===== config.mk =====
export PLATFORM = sky130hd
export DESIGN_NAME = sorted_list_insert_delete
export DESIGN_NICKNAME = d
export VERILOG_FILES = /design/src/sv/sli_pkg.sv /design/src/sv/sorted_list_insert_delete.sv /design/src/sv/sli_cell.sv
export VERILOG_INCLUDE_DIRS = /design/src /design/src/sv
export SDC_FILE = /design/constraint.sdc
export NUM_CORES = 2
export LEC_CHECK = 0
export BUFFER_PORTS_ARGS = -buffer_cell sky130_fd_sc_hd__clkbuf_2
export CAP_MARGIN = 20
export CORE_MARGIN = 10
export CORE_UTILIZATION = 55
export DETAILED_ROUTE_END_ITERATION = 10
export HOLD_SLACK_MARGIN = 0.15
export PLACE_DENSITY = 0.71
export SYNTH_ARGS = -nofsm -noshare
export SYNTH_HDL_FRONTEND = slang
export SYNTH_SLANG_ARGS = --single-unit

===== constraint.sdc =====
create_clock -name clock -period 7.85 [get_ports clock]
set_clock_uncertainty 0.1 [all_clocks]
set_input_delay 1.1775 -clock clock [delete_from_list [all_inputs] [get_ports clock]]
set_output_delay 1.1775 -clock clock [all_outputs]
set_load 0.05 [all_outputs]

===== src/sv/sorted_list_insert_delete_assert.svh =====
// assertion macros for the sorted list block
`ifndef SORTED_LIST_INSERT_DELETE_ASSERT_SVH
`define SORTED_LIST_INSERT_DELETE_ASSERT_SVH

`ifndef SYNTHESIS

`define SLI_ASSERT_NOW(lbl, clk, rst, ante, cons) \
   lbl: assert property (@(posedge clk) disable iff (rst) (ante) |-> (cons)) \
      else $error("sorted list assertion failed");

`define SLI_ASSERT_NEXT(lbl, clk, rst, ante, cons) \
   lbl: assert property (@(posedge clk) disable iff (rst) (ante) |=> (cons)) \
      else $error("sorted list assertion failed");

`else

`define SLI_ASSERT_NOW(lbl, clk, rst, ante, cons)
`define SLI_ASSERT_NEXT(lbl, clk, rst, ante, cons)

`endif

`endif


===== src/sv/sli_pkg.sv =====
// types and constants shared by the sorted list cells and top level
package sli_pkg;

   localparam logic [1:0] OP_INSERT = 2'd0;
   localparam logic [1:0] OP_DELETE = 2'd1;

   localparam logic [1:0] ST_OK       = 2'd0;
   localparam logic [1:0] ST_FULL     = 2'd1;
   localparam logic [1:0] ST_NOTFOUND = 2'd2;
   localparam logic [1:0] ST_EMPTY    = 2'd3;

   typedef struct packed {
      logic [1:0]         opcode;
      logic signed [31:0] value;
   } req_type;

   typedef struct packed {
      logic [1:0]         status;
      logic signed [31:0] read_value;
      logic               last;
      logic [4:0]         fill_count;
   } rsp_type;

   typedef enum logic [1:0] {
      CELL_HOLD,
      CELL_INSERT,
      CELL_DELETE,
      CELL_ROTATE
   } cell_op_type;

   typedef struct packed {
      cell_op_type        op;
      logic signed [31:0] key;
   } cell_ctl_type;

   typedef enum logic [1:0] {
      FSM_IDLE = 2'b01,
      FSM_DUMP = 2'b10
   } state_type;

endpackage


===== src/sv/sorted_list_insert_delete.sv =====
// top level of the sorted list: cell chain, command decode and dump sequencer
//
// channel   direction  handshake             payload
// request   in         start / busy          req_data  (opcode, value)
// response  out        rsp_strobe (1 cycle)  rsp_data  (status, read_value, last, fill_count)
//
// insert and delete: all cells compare against the key in parallel and shift together;
// the response is registered and comes in the cycle after start, and a new word may come
// at once. a dump of n entries rotates the chain through cell 0, one response a cycle,
// busy until the last entry is read out. an empty dump answers with status empty. reset
// is synchronous and clears the fill count and sequencer; response cannot stall.
`include "sorted_list_insert_delete_assert.svh"

module sorted_list_insert_delete #(
   parameter int CAPACITY = 16
) (
   input  logic             clock,
   input  logic             reset,
   input  logic             start,
   output logic             busy,
   input  sli_pkg::req_type req_data,
   output logic             rsp_strobe,
   output sli_pkg::rsp_type rsp_data
);

   localparam int COUNT_W = $clog2(CAPACITY + 1);

   sli_pkg::state_type   state_ff, state_in;
   logic [COUNT_W-1:0]   count_ff, count_in;
   logic [COUNT_W-1:0]   remain_ff, remain_in;
   logic                 rsp_strobe_ff, rsp_strobe_in;
   sli_pkg::rsp_type     rsp_ff, rsp_in;

   sli_pkg::cell_ctl_type ctl;
   logic signed [31:0]    cell_value [CAPACITY];
   logic [CAPACITY-1:0]   cell_lt;
   logic [CAPACITY-1:0]   cell_hit;
   logic                  found;
   logic                  accept;
   logic [COUNT_W+4:0]    fill_wide;

   assign found  = |cell_hit;
   assign accept = start && (state_ff == sli_pkg::FSM_IDLE);
   assign busy   = (state_ff != sli_pkg::FSM_IDLE);

   for (genvar i = 0; i < CAPACITY; i++) begin : g_cell
      logic signed [31:0] left_v;
      logic               left_l;
      logic signed [31:0] right_v;

      if (i == 0) begin : g_head
         assign left_v = req_data.value;
         assign left_l = 1'b1;
      end else begin : g_mid
         assign left_v = cell_value[i-1];
         assign left_l = cell_lt[i-1];
      end

      if (i == CAPACITY - 1) begin : g_end
         assign right_v = cell_value[i];
      end else begin : g_inner
         assign right_v = cell_value[i+1];
      end

      sli_cell u_cell (
         .clock       (clock),
         .ctl         (ctl),
         .found       (found),
         .occupied    (COUNT_W'(i) < count_ff),
         .is_tail     (count_ff == COUNT_W'(i + 1)),
         .left_value  (left_v),
         .left_lt     (left_l),
         .right_value (right_v),
         .head_value  (cell_value[0]),
         .value       (cell_value[i]),
         .lt          (cell_lt[i]),
         .hit         (cell_hit[i])
      );
   end

   always_comb begin
      state_in      = state_ff;
      count_in      = count_ff;
      remain_in     = remain_ff;
      rsp_strobe_in = 1'b0;
      rsp_in        = '0;
      ctl.op        = sli_pkg::CELL_HOLD;
      ctl.key       = req_data.value;

      unique case (state_ff)
         sli_pkg::FSM_IDLE: begin
            if (accept) begin
               unique case (req_data.opcode)
                  sli_pkg::OP_INSERT: begin
                     rsp_strobe_in = 1'b1;
                     rsp_in.last   = 1'b1;
                     if (count_ff == COUNT_W'(CAPACITY)) begin
                        rsp_in.status = sli_pkg::ST_FULL;
                     end else begin
                        ctl.op        = sli_pkg::CELL_INSERT;
                        count_in      = count_ff + COUNT_W'(1);
                        rsp_in.status = sli_pkg::ST_OK;
                     end
                  end
                  sli_pkg::OP_DELETE: begin
                     rsp_strobe_in = 1'b1;
                     rsp_in.last   = 1'b1;
                     ctl.op        = sli_pkg::CELL_DELETE;
                     if (found) begin
                        count_in      = count_ff - COUNT_W'(1);
                        rsp_in.status = sli_pkg::ST_OK;
                     end else begin
                        rsp_in.status = sli_pkg::ST_NOTFOUND;
                     end
                  end
                  default: begin
                     if (count_ff == '0) begin
                        rsp_strobe_in = 1'b1;
                        rsp_in.last   = 1'b1;
                        rsp_in.status = sli_pkg::ST_EMPTY;
                     end else begin
                        remain_in = count_ff;
                        state_in  = sli_pkg::FSM_DUMP;
                     end
                  end
               endcase
            end
         end
         sli_pkg::FSM_DUMP: begin
            ctl.op            = sli_pkg::CELL_ROTATE;
            rsp_strobe_in     = 1'b1;
            rsp_in.status     = sli_pkg::ST_OK;
            rsp_in.read_value = cell_value[0];
            rsp_in.last       = (remain_ff == COUNT_W'(1));
            remain_in         = remain_ff - COUNT_W'(1);
            if (remain_ff == COUNT_W'(1)) begin
               state_in = sli_pkg::FSM_IDLE;
            end
         end
         default: begin
            state_in = sli_pkg::FSM_IDLE;
         end
      endcase

      fill_wide         = {5'b0, count_in};
      rsp_in.fill_count = fill_wide[4:0];
   end

   always_ff @(posedge clock) begin
      if (reset) begin
         state_ff      <= sli_pkg::FSM_IDLE;
         count_ff      <= '0;
         remain_ff     <= '0;
         rsp_strobe_ff <= 1'b0;
      end else begin
         state_ff      <= state_in;
         count_ff      <= count_in;
         remain_ff     <= remain_in;
         rsp_strobe_ff <= rsp_strobe_in;
      end
   end

   always_ff @(posedge clock) begin
      rsp_ff <= rsp_in;
   end

   assign rsp_strobe = rsp_strobe_ff;
   assign rsp_data   = rsp_ff;

   `SLI_ASSERT_NOW(a_count_range, clock, reset, 1'b1, count_ff <= COUNT_W'(CAPACITY))
   `SLI_ASSERT_NEXT(a_dump_emits, clock, reset, state_ff == sli_pkg::FSM_DUMP, rsp_strobe)
   `SLI_ASSERT_NEXT(a_full_drop, clock, reset,
      accept && req_data.opcode == sli_pkg::OP_INSERT && count_ff == COUNT_W'(CAPACITY),
      rsp_data.status == sli_pkg::ST_FULL && $stable(count_ff))
   `SLI_ASSERT_NOW(a_last_idle, clock, reset, rsp_strobe && rsp_data.last, !busy)

endmodule


===== src/sv/sli_cell.sv =====
// one storage cell of the sorted chain
module sli_cell (
   input  logic                 clock,
   input  sli_pkg::cell_ctl_type ctl,
   input  logic                 found,
   input  logic                 occupied,
   input  logic                 is_tail,
   input  logic signed [31:0]   left_value,
   input  logic                 left_lt,
   input  logic signed [31:0]   right_value,
   input  logic signed [31:0]   head_value,
   output logic signed [31:0]   value,
   output logic                 lt,
   output logic                 hit
);

   logic signed [31:0] value_ff;
   logic signed [31:0] value_in;
   logic               eq;

   assign lt    = occupied && (value_ff < ctl.key);
   assign eq    = occupied && (value_ff == ctl.key);
   // first cell not below the key and equal to it
   assign hit   = eq && left_lt;
   assign value = value_ff;

   always_comb begin
      value_in = value_ff;
      case (ctl.op)
         sli_pkg::CELL_INSERT: begin
            if (!lt) begin
               value_in = left_lt ? ctl.key : left_value;
            end
         end
         sli_pkg::CELL_DELETE: begin
            if (found && !lt) begin
               value_in = right_value;
            end
         end
         sli_pkg::CELL_ROTATE: begin
            value_in = is_tail ? head_value : right_value;
         end
         default: begin
            value_in = value_ff;
         end
      endcase
   end

   always_ff @(posedge clock) begin
      value_ff <= value_in;
   end

endmodule


==> insert_results.sql <==
INSERT INTO impl_metrics (metric_group, metric, value, unit) VALUES
('floorplan', 'chipHeight', '295', 'µm'),
('sta', 'slew_headroom', '13.5', '%'),
('critical_path', 'critPathMostFrequentCell', 'nand4_1', ''),
('critical_path', 'r2r_slack', '2.48', 'ns'),
('global_route', 'grt-busiest-layer', 'met2', ''),
('sta', 'report.final.setup_viol', '0', ''),
('synthesis', 'ys_async_sr_fraction', '0', '%'),
('global_route', 'met3_usage_in_global_routing', '5.49', '%'),
('cts', 'total_clock_buffers_created_by_cts', '67', ''),
('finish', 'final_core_util', '60.7', '%'),
('power', 'total_leakage_power', '0.0162', 'µW'),
('synthesis', 'post_synth_instance_area', '41700', 'µm²'),
('cts', 'htree_levels', '3', ''),
('synthesis', 'synth_enable_flop_cells', '512', ''),
('critical_path', 'critPathMaxStageDelay', '0.93', 'ns'),
('global_route', 'met2_global_route_usage', '48.1', '%'),
('synthesis', 'synth_xor_xnor_area_share', '0.189', '%'),
('global_route', 'number_of_global_route_vias_before_repair', '34051', ''),
('synthesis', 'combinational_family_with_the_most_area_after_synthesis', 'compound AO/OA/AOI/OAI gates', ''),
('sta', 'slew_viol_final', '0', ''),
('detailed_routing', 'drc', '0', ''),
('floorplan', 'start_util', '55.8', '%'),
('power', 'ir_drop', '0.000178', 'V'),
('global_route', 'globalRouteTotalUtil', '31.7', '%'),
('detailed_routing', 'vias_per_cell', '7.07', ''),
('global_route', 'grt_start_max_net_pins', '237', ''),
('power', 'powerDensity', '277', 'nW/µm²'),
('critical_path', 'critical_path.reg2reg.endpoint', 'g_cell[2].u_cell.value[13]', ''),
('floorplan', 'core_ar', '74800', 'µm²'),
('synthesis', 'synthCells', '4165', ''),
('finish', 'layout-area-overhead-vs-synth', '8.80', '%'),
('floorplan', 'die_w', '295', 'µm'),
('synthesis', 'synthAdderAreaFrac', '15.6', '%'),
('min_path', 'hold_path_end', 'state_ff[0]', ''),
('sta', 'rsz0062_at_grt', 'false', ''),
('critical_path', 'worstPathCellList', 'clkbuf_2, inv_1, buf_4, ha_1, nand4_1, nor4_1, nand4_1, or4_1, nand4_1, or4_4, nor2_4, o22ai_2, a21boi_4, buf_4', ''),
('sta', 'final_period_minus_worst_setup_slack', '6.42', 'ns'),
('synthesis', 'synth_net_count', '4723', ''),
('critical_path', 'crit_arrival', '6.63', 'ns'),
('critical_path', 'r2r.worst_path.cells', '10', ''),
('power', 'p_total', '12600', 'µW'),
('sta', 'transition_time_of_the_tightest_slew_check_pin', '1.29', 'ns'),
('detailed_routing', 'drt_iter0_drc', '5063', ''),
('synthesis', 'synth.distinct_cells', '73', ''),
('sta', 'layout_worst_path_cycle_share', '81.8', '%'),
('critical_path', 'crit_path_top_delay_cell', 'nor4_1', ''),
('detailed_routing', 'detailed_router_iteration_count_before_antenna_repair', '6', ''),
('global_route', 'global_route_wire_length_before_repair', '214000', 'µm'),
('finish', 'final_area', '45400', 'µm²'),
('detailed_routing', 'drt-total-wl', '142000', 'µm'),
('cts', 'postCtsSetupBuffers', '0', ''),
('synthesis', 'synthSimpleGateAreaFrac', '11.8', '%'),
('critical_path', 'cp_data_required_time', '8.06', 'ns'),
('synthesis', 'synth.yosys.seq_area_share', '39.4', '%'),
('finish', 'layout_commonest_cell', 'ha_1', ''),
('sta', 'totalNegativeSetupSlack', '0', 'ns'),
('critical_path', 'setup.worst_path.end_class', 'register', ''),
('finish', 'mostFrequentLayoutCells', 'ha_1 (520), edfxtp_1 (512), nand2_1 (476)', ''),
('finish', 'nNetsFinal', '4687', ''),
('cts', 'clock_sinks', '565', ''),
('global_route', 'globalRoute.totalOverflow', '0', ''),
('cts', 'clk_latency', '0.64', 'ns'),
('global_route', 'number_of_antenna_violations_at_the_first_check_in_global_routing', '9', ''),
('cts', 'cts_tree', 'built', ''),
('synthesis', 'synth_area_per_cell', '10.0', 'µm²'),
('finish', 'post_route_cells_drive_above_1_share', '7.63', '%'),
('place', 'post-dp-hpwl', '104000', 'µm'),
('synthesis', 'synth_compound_gate_area_share', '20.3', '%'),
('min_path', 'hp-start', 'state_ff[0]', ''),
('detailed_routing', 'num_vias', '36470', ''),
('outcome', 'run_status', 'finished clean', '');
per-stage QoR:
step                worst slack (ns)  instances  hold slack, ns
floorplan                       1.78       4165           0.365
global placement                1.13       5028           0.390
detailed placement              1.08       5029           0.390
CTS                             1.70       5150           0.404
global route                    1.32       5158           0.429
finish                          1.43       5158           0.402
area by class of cell:
class                      count  area, µm²  area share [%]
tap                          969       1210            2.67
antenna                        8       20.0          0.0441
sequential                   565      16400            36.2
multi-input combinational   3234      24200            53.3
clock inverter                33        260           0.573
inverter                      94        353           0.777
timing repair buffer         167       1090            2.40
clock buffer                  88       1850            4.08
where the power goes:
group	leakage [µW]	switching, µW	total, µW	internal (µW)
clock network	0.00103	1360	3120	1770
logic	0.0101	2670	4230	1560
registers	0.00511	734	5210	4470
total	0.0162	4760	12600	7800
per-layer routing:
metal	up-vias	share of wire [%]
met1	17314	40
met5	-	0.0070
met4	2	4.3
met3	336	12
li1	16289	-
met2	2529	44
cell families after synthesis:
family                   Yosys count
XOR/XNOR                           9
AO/OA/AOI/OAI                   1259
multiplexers                     392
buffers and inverters            366
AND/OR/NAND/NOR                 1053
flip-flops                       565
adder cells (fa/ha/maj)          521
Yosys cell counts (all sizes together), types with 10 or more instances:
master / n / share of area [%]
ha: 521 / 16
edfxtp: 512 / 37
nand2: 480 / 4.3
mux2i: 390 / 9.4
o21ai: 306 / 3.7
a21oi: 290 / 3.5
o221ai: 288 / 6.0
clkbuf: 252 / 2.3
nor2: 189 / 1.7
a22oi: 148 / 2.7
nand4: 103 / 1.5
inv: 94 / 0.85
a21o: 70 / 1.3
and2: 66 / 0.99
nand3: 54 / 0.65
dfxtp: 53 / 2.5
nor3: 26 / 0.31
a221oi: 25 / 0.52
nor4: 25 / 0.37
nor2b: 23 / 0.34
buf: 20 / 0.22
nand2b: 19 / 0.28
a31oi: 18 / 0.27
a21boi: 13 / 0.23
a32oi: 12 / 0.25
and4: 12 / 0.25
a211oi: 11 / 0.20
o211ai: 10 / 0.18
o21a: 10 / 0.18
state kept, by name, indices dropped and copies added (netlist names):
name	count
state_ff	2
rsp_strobe	1
rsp_data	40
g_cell.u_cell.value	512
remain_ff	5
count_ff	5
worst max-delay path: cells and delay by family:
family / cells / cell delay (ns)
adder cells (fa/ha/maj): 1 / 0.44
buffers and inverters: 4 / 1.29
AND/OR/NAND/NOR: 7 / 2.48
AO/OA/AOI/OAI: 2 / 1.21
how the worst max path moves through the flow:
stage / slack [ns] / cells after the start / end
6_report: 1.43 / 14 / g_cell[2].u_cell.value[13]
5_1_grt: 1.32 / 14 / g_cell[2].u_cell.value[13]
2_1_floorplan: 1.78 / 11 / g_cell[12].u_cell.value[0]
3_3_place_gp: 1.13 / 14 / g_cell[2].u_cell.value[7]
4_1_cts: 1.70 / 14 / g_cell[2].u_cell.value[13]
3_5_place_dp: 1.08 / 14 / g_cell[2].u_cell.value[7]
Power figures use the tool's default switching activity.
